### config.mk
export PLATFORM = sky130hd
export DESIGN_NAME = angle_wrap_pid_controller_flat
export DESIGN_NICKNAME = d
export VERILOG_FILES = /design/src/sv/awp_pkg.sv /design/src/sv/awp_intf.sv /design/src/sv/awp_cfg_regs.sv /design/src/sv/awp_err_stage.sv /design/src/sv/awp_sum_stage.sv /design/src/sv/angle_wrap_pid_controller.sv /design/src/flat_wrapper.sv
export SDC_FILE = /design/constraint.sdc
export NUM_CORES = 2
export LEC_CHECK = 0
export ABC_AREA = 1
export BUFFER_PORTS_ARGS = -buffer_cell sky130_fd_sc_hd__clkbuf_2
export CORE_MARGIN = 5
export CORE_UTILIZATION = 50
export CTS_CLUSTER_SIZE = 16
export DETAILED_ROUTE_END_ITERATION = 8
export PLACE_DENSITY = 0.66
export SYNTH_ARGS = -nofsm -noshare
export SYNTH_HDL_FRONTEND = slang
export SYNTH_SLANG_ARGS = --single-unit
### constraint.sdc
create_clock -name clk_i -period 17.1 [get_ports clk_i]
set_clock_uncertainty 0.2 [all_clocks]
set_input_delay 2.565 -clock clk_i [delete_from_list [all_inputs] [get_ports clk_i]]
set_output_delay 2.565 -clock clk_i [all_outputs]
set_load 0.03 [all_outputs]
### src/sv/awp_pkg.sv
`timescale 1ns / 1ps

package awp_pkg;

  localparam int AngleW   = 15;
  localparam int DiffW    = 16;
  localparam int GainW    = 24;
  localparam int LimitW   = 23;
  localparam int DriveW   = 24;
  localparam int FracBits = 16;
  localparam int PTermW   = 39;
  localparam int DTermW   = 40;
  localparam int ITermW   = 39;
  localparam int IntegW   = 40;
  localparam int SumW     = 42;
  localparam int SatW     = SumW - FracBits;
  localparam int CfgIdxW  = 3;

  localparam logic signed [DiffW-1:0] HalfTurn = 16'sd11520;
  localparam logic signed [DiffW-1:0] FullTurn = 16'sd23040;

  localparam logic [GainW-1:0]  GainPRst  = 24'd98304;
  localparam logic [GainW-1:0]  GainIRst  = 24'd66;
  localparam logic [GainW-1:0]  GainDRst  = 24'd131072;
  localparam logic [LimitW-1:0] IntLimRst = 23'd128;
  localparam logic [LimitW-1:0] DrvLimRst = 23'd3840;

  typedef enum logic [CfgIdxW-1:0] {
    CfgGainP  = 3'd0,
    CfgGainI  = 3'd1,
    CfgGainD  = 3'd2,
    CfgIntLim = 3'd3,
    CfgDrvLim = 3'd4
  } cfg_idx_e;

  typedef struct packed {
    logic [GainW-1:0]  gain_p;
    logic [GainW-1:0]  gain_i;
    logic [GainW-1:0]  gain_d;
    logic [LimitW-1:0] integral_limit;
    logic [LimitW-1:0] drive_limit;
  } cfg_t;

  // products of one item, passed from the error stage to the sum stage
  typedef struct packed {
    logic              vld;
    logic [AngleW-1:0] wrapped_error;
    logic [PTermW-1:0] pterm;
    logic [DTermW-1:0] dterm;
    logic [ITermW-1:0] iterm;
  } prod_t;

endpackage

### src/sv/awp_intf.sv
`timescale 1ns / 1ps

interface awp_in_if;
  import awp_pkg::*;
  logic                     valid;
  logic                     ready;
  logic signed [AngleW-1:0] target_angle;
  logic signed [AngleW-1:0] measured_angle;
  modport source (output valid, target_angle, measured_angle, input ready);
  modport sink (input valid, target_angle, measured_angle, output ready);
endinterface

interface awp_out_if;
  import awp_pkg::*;
  logic                     valid;
  logic                     ready;
  logic signed [DriveW-1:0] drive;
  logic signed [AngleW-1:0] wrapped_error;
  modport source (output valid, drive, wrapped_error, input ready);
  modport sink (input valid, drive, wrapped_error, output ready);
endinterface

interface awp_cfg_if;
  import awp_pkg::*;
  logic               valid;
  logic               ready;
  logic [CfgIdxW-1:0] index;
  logic [GainW-1:0]   data;
  modport source (output valid, index, data, input ready);
  modport sink (input valid, index, data, output ready);
endinterface

### src/sv/awp_cfg_regs.sv
`timescale 1ns / 1ps

module awp_cfg_regs (
  input  logic                          clk_i,
  input  logic                          rst_ni,
  input  logic                          wr_en_i,
  input  logic [awp_pkg::CfgIdxW-1:0]   wr_idx_i,
  input  logic [awp_pkg::GainW-1:0]     wr_data_i,
  output awp_pkg::cfg_t                 cfg_o
);
  import awp_pkg::*;

  cfg_t cfg_q, cfg_d;

  always_comb begin
    cfg_d = cfg_q;
    if (wr_en_i) begin
      unique case (cfg_idx_e'(wr_idx_i))
        CfgGainP:  cfg_d.gain_p         = wr_data_i;
        CfgGainI:  cfg_d.gain_i         = wr_data_i;
        CfgGainD:  cfg_d.gain_d         = wr_data_i;
        CfgIntLim: cfg_d.integral_limit = wr_data_i[LimitW-1:0];
        CfgDrvLim: cfg_d.drive_limit    = wr_data_i[LimitW-1:0];
        default:   cfg_d = cfg_q;
      endcase
    end
  end

  always_ff @(posedge clk_i or negedge rst_ni) begin
    if (!rst_ni) begin
      cfg_q.gain_p         <= GainPRst;
      cfg_q.gain_i         <= GainIRst;
      cfg_q.gain_d         <= GainDRst;
      cfg_q.integral_limit <= IntLimRst;
      cfg_q.drive_limit    <= DrvLimRst;
    end else begin
      cfg_q <= cfg_d;
    end
  end

  assign cfg_o = cfg_q;

endmodule

### src/sv/awp_err_stage.sv
`timescale 1ns / 1ps

module awp_err_stage (
  input  logic                              clk_i,
  input  logic                              rst_ni,
  input  logic                              in_valid_i,
  output logic                              in_ready_o,
  input  logic signed [awp_pkg::AngleW-1:0] target_i,
  input  logic signed [awp_pkg::AngleW-1:0] measured_i,
  input  awp_pkg::cfg_t                     cfg_i,
  output awp_pkg::prod_t                    prod_o,
  input  logic                              prod_ready_i
);
  import awp_pkg::*;

  logic                     in_vld_q, in_vld_d;
  logic signed [AngleW-1:0] tgt_q, meas_q;
  logic signed [AngleW-1:0] prev_err_q, prev_err_d;
  prod_t                    prod_q, prod_d;
  logic                     prod_vld_d;

  logic                     a_ready, a_move, in_take;
  logic signed [DiffW-1:0]  raw_diff, wrap_diff, d_diff;
  logic signed [AngleW-1:0] err;
  logic signed [PTermW-1:0] pterm;
  logic signed [DTermW-1:0] dterm;
  logic signed [ITermW-1:0] iterm;

  assign a_ready    = !prod_q.vld || prod_ready_i;
  assign a_move     = in_vld_q && a_ready;
  assign in_ready_o = !in_vld_q || a_ready;
  assign in_take    = in_valid_i && in_ready_o;

  // error with one 360 degree wrap
  always_comb begin
    raw_diff = {tgt_q[AngleW-1], tgt_q} - {meas_q[AngleW-1], meas_q};
    if (raw_diff < -HalfTurn) begin
      wrap_diff = raw_diff + FullTurn;
    end else if (raw_diff > HalfTurn) begin
      wrap_diff = raw_diff - FullTurn;
    end else begin
      wrap_diff = raw_diff;
    end
    err    = wrap_diff[AngleW-1:0];
    d_diff = {err[AngleW-1], err} - {prev_err_q[AngleW-1], prev_err_q};
    pterm  = err * $signed({1'b0, cfg_i.gain_p});
    dterm  = d_diff * $signed({1'b0, cfg_i.gain_d});
    iterm  = err * $signed({1'b0, cfg_i.gain_i});
  end

  always_comb begin
    in_vld_d = in_vld_q;
    if (in_take) begin
      in_vld_d = 1'b1;
    end else if (a_move) begin
      in_vld_d = 1'b0;
    end

    prod_vld_d = prod_q.vld;
    if (a_move) begin
      prod_vld_d = 1'b1;
    end else if (prod_ready_i) begin
      prod_vld_d = 1'b0;
    end

    prev_err_d = a_move ? err : prev_err_q;

    prod_d               = prod_q;
    prod_d.vld           = prod_vld_d;
    if (a_move) begin
      prod_d.wrapped_error = err;
      prod_d.pterm         = pterm;
      prod_d.dterm         = dterm;
      prod_d.iterm         = iterm;
    end
  end

  always_ff @(posedge clk_i or negedge rst_ni) begin
    if (!rst_ni) begin
      in_vld_q   <= 1'b0;
      prod_q     <= '0;
      prev_err_q <= '0;
    end else begin
      in_vld_q   <= in_vld_d;
      prod_q     <= prod_d;
      prev_err_q <= prev_err_d;
    end
  end

  always_ff @(posedge clk_i) begin
    if (in_take) begin
      tgt_q  <= target_i;
      meas_q <= measured_i;
    end
  end

  assign prod_o = prod_q;

endmodule

### src/sv/awp_sum_stage.sv
`timescale 1ns / 1ps

module awp_sum_stage (
  input  logic                              clk_i,
  input  logic                              rst_ni,
  input  awp_pkg::prod_t                    prod_i,
  output logic                              prod_ready_o,
  input  awp_pkg::cfg_t                     cfg_i,
  output logic                              out_valid_o,
  input  logic                              out_ready_i,
  output logic signed [awp_pkg::DriveW-1:0] drive_o,
  output logic signed [awp_pkg::AngleW-1:0] wrapped_error_o
);
  import awp_pkg::*;

  logic                     out_vld_q, out_vld_d;
  logic signed [DriveW-1:0] drive_q;
  logic signed [AngleW-1:0] werr_q;
  logic signed [IntegW-1:0] integ_q, integ_d;

  logic                     b_move;
  logic signed [IntegW:0]   acc, ilim, acc_clamped;
  logic signed [SumW-1:0]   sum;
  logic signed [SatW-1:0]   drv_full, dlim, drv_sat;
  logic signed [PTermW-1:0] pterm;
  logic signed [DTermW-1:0] dterm;
  logic signed [ITermW-1:0] iterm;

  assign prod_ready_o = !out_vld_q || out_ready_i;
  assign b_move       = prod_i.vld && prod_ready_o;

  always_comb begin
    pterm = $signed(prod_i.pterm);
    dterm = $signed(prod_i.dterm);
    iterm = $signed(prod_i.iterm);

    // integral with clamp to the limit, which is shifted up by the fraction bits
    acc  = {integ_q[IntegW-1], integ_q} + {{(IntegW+1-ITermW){iterm[ITermW-1]}}, iterm};
    ilim = $signed({{(IntegW+1-LimitW-FracBits){1'b0}}, cfg_i.integral_limit,
                    {FracBits{1'b0}}});
    if (acc > ilim) begin
      acc_clamped = ilim;
    end else if (acc < -ilim) begin
      acc_clamped = -ilim;
    end else begin
      acc_clamped = acc;
    end
    integ_d = b_move ? acc_clamped[IntegW-1:0] : integ_q;

    sum = {{(SumW-PTermW){pterm[PTermW-1]}}, pterm}
        + {{(SumW-DTermW){dterm[DTermW-1]}}, dterm}
        + {{(SumW-IntegW){acc_clamped[IntegW-1]}}, acc_clamped[IntegW-1:0]};

    // dropping fraction bits floors toward minus infinity
    drv_full = sum[SumW-1:FracBits];
    dlim     = $signed({{(SatW-LimitW){1'b0}}, cfg_i.drive_limit});
    if (drv_full > dlim) begin
      drv_sat = dlim;
    end else if (drv_full < -dlim) begin
      drv_sat = -dlim;
    end else begin
      drv_sat = drv_full;
    end

    out_vld_d = out_vld_q;
    if (b_move) begin
      out_vld_d = 1'b1;
    end else if (out_ready_i) begin
      out_vld_d = 1'b0;
    end
  end

  always_ff @(posedge clk_i or negedge rst_ni) begin
    if (!rst_ni) begin
      out_vld_q <= 1'b0;
      integ_q   <= '0;
    end else begin
      out_vld_q <= out_vld_d;
      integ_q   <= integ_d;
    end
  end

  always_ff @(posedge clk_i) begin
    if (b_move) begin
      drive_q <= drv_sat[DriveW-1:0];
      werr_q  <= $signed(prod_i.wrapped_error);
    end
  end

  assign out_valid_o     = out_vld_q;
  assign drive_o         = drive_q;
  assign wrapped_error_o = werr_q;

endmodule

### src/sv/angle_wrap_pid_controller.sv
`timescale 1ns / 1ps
// an accepted item passes through three register stages: input, product and result
// throughput: one item per cycle while the output is ready, set by the input, product and result registers
// each stage advances whenever the stage after it is empty or being emptied
// reset clears previous error, integral sum, all valid flags and loads default gains and limits
module angle_wrap_pid_controller (
  input  logic      clk_i,
  input  logic      rst_ni,
  awp_in_if.sink    in_i,
  awp_out_if.source out_o,
  awp_cfg_if.sink   cfg_i
);
  import awp_pkg::*;

  cfg_t  cfg;
  prod_t prod;
  logic  prod_ready;

  assign cfg_i.ready = 1'b1;

  awp_cfg_regs u_cfg_regs (
    .clk_i     (clk_i),
    .rst_ni    (rst_ni),
    .wr_en_i   (cfg_i.valid),
    .wr_idx_i  (cfg_i.index),
    .wr_data_i (cfg_i.data),
    .cfg_o     (cfg)
  );

  awp_err_stage u_err_stage (
    .clk_i        (clk_i),
    .rst_ni       (rst_ni),
    .in_valid_i   (in_i.valid),
    .in_ready_o   (in_i.ready),
    .target_i     (in_i.target_angle),
    .measured_i   (in_i.measured_angle),
    .cfg_i        (cfg),
    .prod_o       (prod),
    .prod_ready_i (prod_ready)
  );

  awp_sum_stage u_sum_stage (
    .clk_i           (clk_i),
    .rst_ni          (rst_ni),
    .prod_i          (prod),
    .prod_ready_o    (prod_ready),
    .cfg_i           (cfg),
    .out_valid_o     (out_o.valid),
    .out_ready_i     (out_o.ready),
    .drive_o         (out_o.drive),
    .wrapped_error_o (out_o.wrapped_error)
  );

endmodule
### src/flat_wrapper.sv
// flat-port wrapper written by rule: the top's interface ports become plain ports
module angle_wrap_pid_controller_flat import awp_pkg::*;
  (clk_i, rst_ni, in_i_valid, in_i_target_angle, in_i_measured_angle, in_i_ready, out_o_valid, out_o_drive, out_o_wrapped_error, out_o_ready, cfg_i_valid, cfg_i_index, cfg_i_data, cfg_i_ready);
  awp_in_if in_i_i ();
  awp_out_if out_o_i ();
  awp_cfg_if cfg_i_i ();
  input  logic clk_i;
  input  logic rst_ni;
  input wire logic [$bits(in_i_i.valid)-1:0] in_i_valid;
  input wire logic [$bits(in_i_i.target_angle)-1:0] in_i_target_angle;
  input wire logic [$bits(in_i_i.measured_angle)-1:0] in_i_measured_angle;
  output wire logic [$bits(in_i_i.ready)-1:0] in_i_ready;
  output wire logic [$bits(out_o_i.valid)-1:0] out_o_valid;
  output wire logic [$bits(out_o_i.drive)-1:0] out_o_drive;
  output wire logic [$bits(out_o_i.wrapped_error)-1:0] out_o_wrapped_error;
  input wire logic [$bits(out_o_i.ready)-1:0] out_o_ready;
  input wire logic [$bits(cfg_i_i.valid)-1:0] cfg_i_valid;
  input wire logic [$bits(cfg_i_i.index)-1:0] cfg_i_index;
  input wire logic [$bits(cfg_i_i.data)-1:0] cfg_i_data;
  output wire logic [$bits(cfg_i_i.ready)-1:0] cfg_i_ready;
  assign in_i_i.valid = in_i_valid;
  assign in_i_i.target_angle = in_i_target_angle;
  assign in_i_i.measured_angle = in_i_measured_angle;
  assign in_i_ready = in_i_i.ready;
  assign out_o_valid = out_o_i.valid;
  assign out_o_drive = out_o_i.drive;
  assign out_o_wrapped_error = out_o_i.wrapped_error;
  assign out_o_i.ready = out_o_ready;
  assign cfg_i_i.valid = cfg_i_valid;
  assign cfg_i_i.index = cfg_i_index;
  assign cfg_i_i.data = cfg_i_data;
  assign cfg_i_ready = cfg_i_i.ready;
  angle_wrap_pid_controller u_core (.clk_i(clk_i), .rst_ni(rst_ni), .in_i(in_i_i), .out_o(out_o_i), .cfg_i(cfg_i_i));
endmodule
==> flow_summary_export.csv <==
group,metric,value,unit
cells_and_area,syn_to_final_growth,5.73,%
routing,dr_total_vias,52286,
cts,clock_tree.root_cell,"sky130_fd_sc_hd__clkbuf_16",
setup_path,rrSetupSlack,4810,ps
synthesis,seq_area_frac_synth,15.4,%
synthesis,syn-cell-area,61400,um2
min_path,hold_path_depth,2,
cts,cts.clk_slew.worst_paths,60,ps
synthesis,synthesis.instances,7846,
timing,report.final.slew_viol_count,0,
synthesis,edff_count_synth,69,
timing,finalCritPeriodShare,71.9,%
cts,cts_hold_buffers,0,
placement,globalplace.congestion,1.02,
setup_path,crit-reg2reg-launch,"u_core.u_err_stage.meas_q[0]$_DFFE_PP_",
placement,io_buffers,102,
setup_path,cp-end-kind,"flip-flop",
floorplanning,die_y,361,um
cts,tritoncts,"yes",
cells_and_area,nets,9363,
placement,post-place-ws,4840,ps
floorplanning,initial_utilization,50.4,%
global_route,grt_pass1_vias,52795,
cts,tritoncts.num_buffers,48,
synthesis,asyncSetResetFlopFracSynth,81.0,%
cells_and_area,n_fill_cell,11714,
global_route,gr-total-overflow,0,
timing,setup_viol,0,
routing,first_pass_iters,6,
timing,max_clock_freq,0.0813,GHz
setup_path,worst_setup_path_start_kind,"flip-flop",
cts,clock_insertion_delay_worst_skew,670,ps
run,cap_viol_max_count,0,
timing,max_slew_margin,13.5,%
floorplanning,design.portCount,104,
global_route,track_usage,32.2,%
synthesis,synth.ff_latch_count,363,
floorplanning,placementRows,128,
synthesis,synth_warnings,0,
setup_path,worst_setup_path_endpoint,"u_core.u_err_stage.prod_o[78]$_DFFE_PN0P_",
min_path,worstHoldPathType,"flip-flop to flip-flop",
synthesis,yosys.cell_types.count,66,
setup_path,setup.worst_path.start,"u_core.u_err_stage.meas_q[0]$_DFFE_PP_",
status,status,"finished clean",
cts,cts_buffer_depth,3,
setup_path,cpPeakStageDelay,650,ps
setup_path,crit_path_top_delay_cell,"sky130_fd_sc_hd__inv_1",
routing,route.detailed.drc,0,
routing,detail_route.wirelength,209000,um
routing,final_antenna_net_count,0,
timing,total_negative_setup_slack,0,ps
timing,transition_time_of_the_tightest_slew_check_pin,1300,ps
synthesis,synthesis.area_per_instance,7.83,um2
timing,unrepaired_setup_endpoints_after_global_routing,"false",
routing,routed_wire_length_per_instance,22.1,um
cts,htreeDepth,2,
setup_path,rr_worst_depth,54,
synthesis,syn_nets,9418,
global_route,grt_first_pass_wirelength,320000,um
routing,drt_iter0_drcs,4627,
cts,postCtsSetupRepairBufs,0,
global_route,antenna_found_initial,19,
synthesis,postSynth.topFlopCell,"sky130_fd_sc_hd__dfrtp_1",
setup_path,path_common_cell,"sky130_fd_sc_hd__nand2_1",
setup_path,worstReg2RegEnd,"u_core.u_err_stage.prod_o[78]$_DFFE_PN0P_",
floorplanning,core,122000,um2
global_route,grt_start_max_net_pins,151,
timing,setup_slack,4810,ps
timing,timing.final.hold_violations,0,
setup_path,setup.worst_path.class,"flip-flop to flip-flop",
setup_path,cp_data_arrival_time,12640,ps
cells_and_area,drive_above_1_share,6.28,%
min_path,min-delay-start,"u_core.u_err_stage.prod_o[133]$_DFFE_PN0P_",
cells_and_area,regArea,9440,um2
timing,finalWorstPathRequiredPeriod,12290,ps
placement,place.detailed.hpwl,169000,um
cts,cts_resized,0,
setup_path,timing.critical_path.required,17440,ps
routing,viasPerCell,5.52,
floorplanning,area_of_the_die,130000,um2
floorplanning,dieWidth,361,um
cts,cts_sinks,363,
cells_and_area,multi_input_comb_area,44500,um2
setup_path,crit_fanout,50,
critical path, delay by kind of cell, from the launching register on:
family                     cells  cell delay [ps]
adders and majority gates     10             4400
and+or+nand+nor               30             3750
DFF                            1              370
AOI/OAI and AO/OA              3              490
buffers and inverters         11             2920
layout make-up:
cell class	count	share of cell area, %
diodes	17	0.0655
clock buffers	58	2.02
clock inverters	31	0.718
inverters	1684	9.75
multi-input cells	5557	68.6
flip-flops and latches	363	14.5
well taps	1625	3.13
repair buffers	137	1.22
cell usage after synthesis, types with 7 or more instances:
cell type | instances | area (um2)
sky130_fd_sc_hd__a21o_1 | 22 | 165
sky130_fd_sc_hd__o21ai_1 | 14 | 70.1
sky130_fd_sc_hd__a211oi_1 | 7 | 52.6
sky130_fd_sc_hd__nand4_1 | 45 | 282
sky130_fd_sc_hd__buf_2 | 11 | 55.1
sky130_fd_sc_hd__edfxtp_1 | 69 | 2070
sky130_fd_sc_hd__nand3_1 | 230 | 1150
sky130_fd_sc_hd__o21ai_2 | 19 | 166
sky130_fd_sc_hd__dfstp_2 | 10 | 263
sky130_fd_sc_hd__nand2_1 | 1873 | 7030
sky130_fd_sc_hd__ha_1 | 592 | 7410
sky130_fd_sc_hd__xnor2_1 | 56 | 490
sky130_fd_sc_hd__o221ai_1 | 8 | 70.1
sky130_fd_sc_hd__nor3_1 | 42 | 210
sky130_fd_sc_hd__nand2_2 | 65 | 407
sky130_fd_sc_hd__dfrtp_1 | 284 | 7110
sky130_fd_sc_hd__nand3b_1 | 20 | 150
sky130_fd_sc_hd__o211ai_1 | 7 | 52.6
sky130_fd_sc_hd__buf_6 | 20 | 225
sky130_fd_sc_hd__a31oi_1 | 49 | 307
sky130_fd_sc_hd__a21boi_0 | 9 | 67.6
sky130_fd_sc_hd__buf_1 | 11 | 41.3
sky130_fd_sc_hd__inv_1 | 1657 | 6220
sky130_fd_sc_hd__nor2_1 | 579 | 2170
sky130_fd_sc_hd__clkinv_1 | 8 | 30.0
sky130_fd_sc_hd__nor2_2 | 77 | 482
sky130_fd_sc_hd__o21bai_1 | 22 | 165
sky130_fd_sc_hd__clkbuf_1 | 193 | 724
sky130_fd_sc_hd__or2_2 | 52 | 325
sky130_fd_sc_hd__inv_2 | 15 | 56.3
sky130_fd_sc_hd__a21oi_1 | 273 | 1370
sky130_fd_sc_hd__nor4_1 | 17 | 106
sky130_fd_sc_hd__o21ai_0 | 386 | 1930
sky130_fd_sc_hd__xor2_1 | 101 | 885
sky130_fd_sc_hd__o21a_1 | 16 | 120
sky130_fd_sc_hd__fa_1 | 918 | 18400
registers in the layout, indices dropped and copies added, names as in the netlist:
| register | cells |
|---|---|
| u_core.u_sum_stage.wrapped_error_o | 15 |
| u_core.u_cfg_regs.cfg_o | 118 |
| u_core.u_sum_stage.drive_o | 24 |
| u_core.u_err_stage.prod_o | 134 |
| u_core.u_err_stage.meas_q | 15 |
| u_core.u_err_stage.in_vld_q | 1 |
| u_core.u_sum_stage.out_valid_o | 1 |
| u_core.u_sum_stage.integ_q | 40 |
| u_core.u_err_stage.tgt_q | 15 |
how the worst min path moves through the flow:
stage	end	slack, ps
2_1_floorplan	u_core.u_sum_stage.wrapped_error_o[8]$_DFFE_PP_	220
3_3_place_gp	u_core.u_sum_stage.out_valid_o$_DFFE_PN0P_	260
3_5_place_dp	u_core.u_sum_stage.wrapped_error_o[1]$_DFFE_PP_	270
4_1_cts	u_core.u_sum_stage.wrapped_error_o[1]$_DFFE_PP_	280
5_1_grt	u_core.u_sum_stage.wrapped_error_o[1]$_DFFE_PP_	290
6_report	u_core.u_sum_stage.out_valid_o$_DFFE_PN0P_	290
stage by stage:
stage	util [%]	std cells	instance area, um2	hold slack (ps)
floorplan	-	7846	61400	225
global placement	51.8	9366	63100	264
detailed placement	51.8	9366	63100	268
CTS	53.3	9455	64900	284
global route	53.3	9458	64900	292
finish	53.3	9472	65000	285
logic make-up after synthesis:
group                    count (synthesis)  synth area share [%]
flip-flops                             363                  15.4
buffers and inverters                 1926                  12.2
AO/OA/AOI/OAI                          852                  7.67
adder cells (fa/ha/maj)               1510                  42.0
AND/OR/NAND/NOR                       3037                  20.6
other                                    1               0.00610
XOR/XNOR                               157                  2.24
cell usage in the layout (no fill, tap or decap), drive strengths merged, types with 5 or more instances in the layout:
master,count
o211ai,8
nor3,45
and3,5
nor4,20
a31oi,49
dfstp,10
edfxtp,69
or2,57
o31ai,5
xor2,101
fa,918
bufinv,10
o21ai,419
a211oi,7
o21bai,23
dfrtp,284
o221ai,8
nor2,656
clkbuf,159
inv,1676
o21a,16
xnor2,56
a21boi,9
nand3,237
buf,36
nand4,45
diode,17
clkinv,25
a21oi,274
a21o,22
ha,592
nand3b,20
and2,6
nand2,1944
per-layer routing:
layer  GRT usage (%)  share of wire, %  up-vias
met2            50.1                44     2205
met1            42.1                40    25799
met4            17.0               6.3       20
met5               0             0.055        -
met3            7.46               9.2      489
li1                -                 -    23773
Power is not shown: default switching activity piles up to over one toggle a cycle in this logic, so the estimate is an artifact.
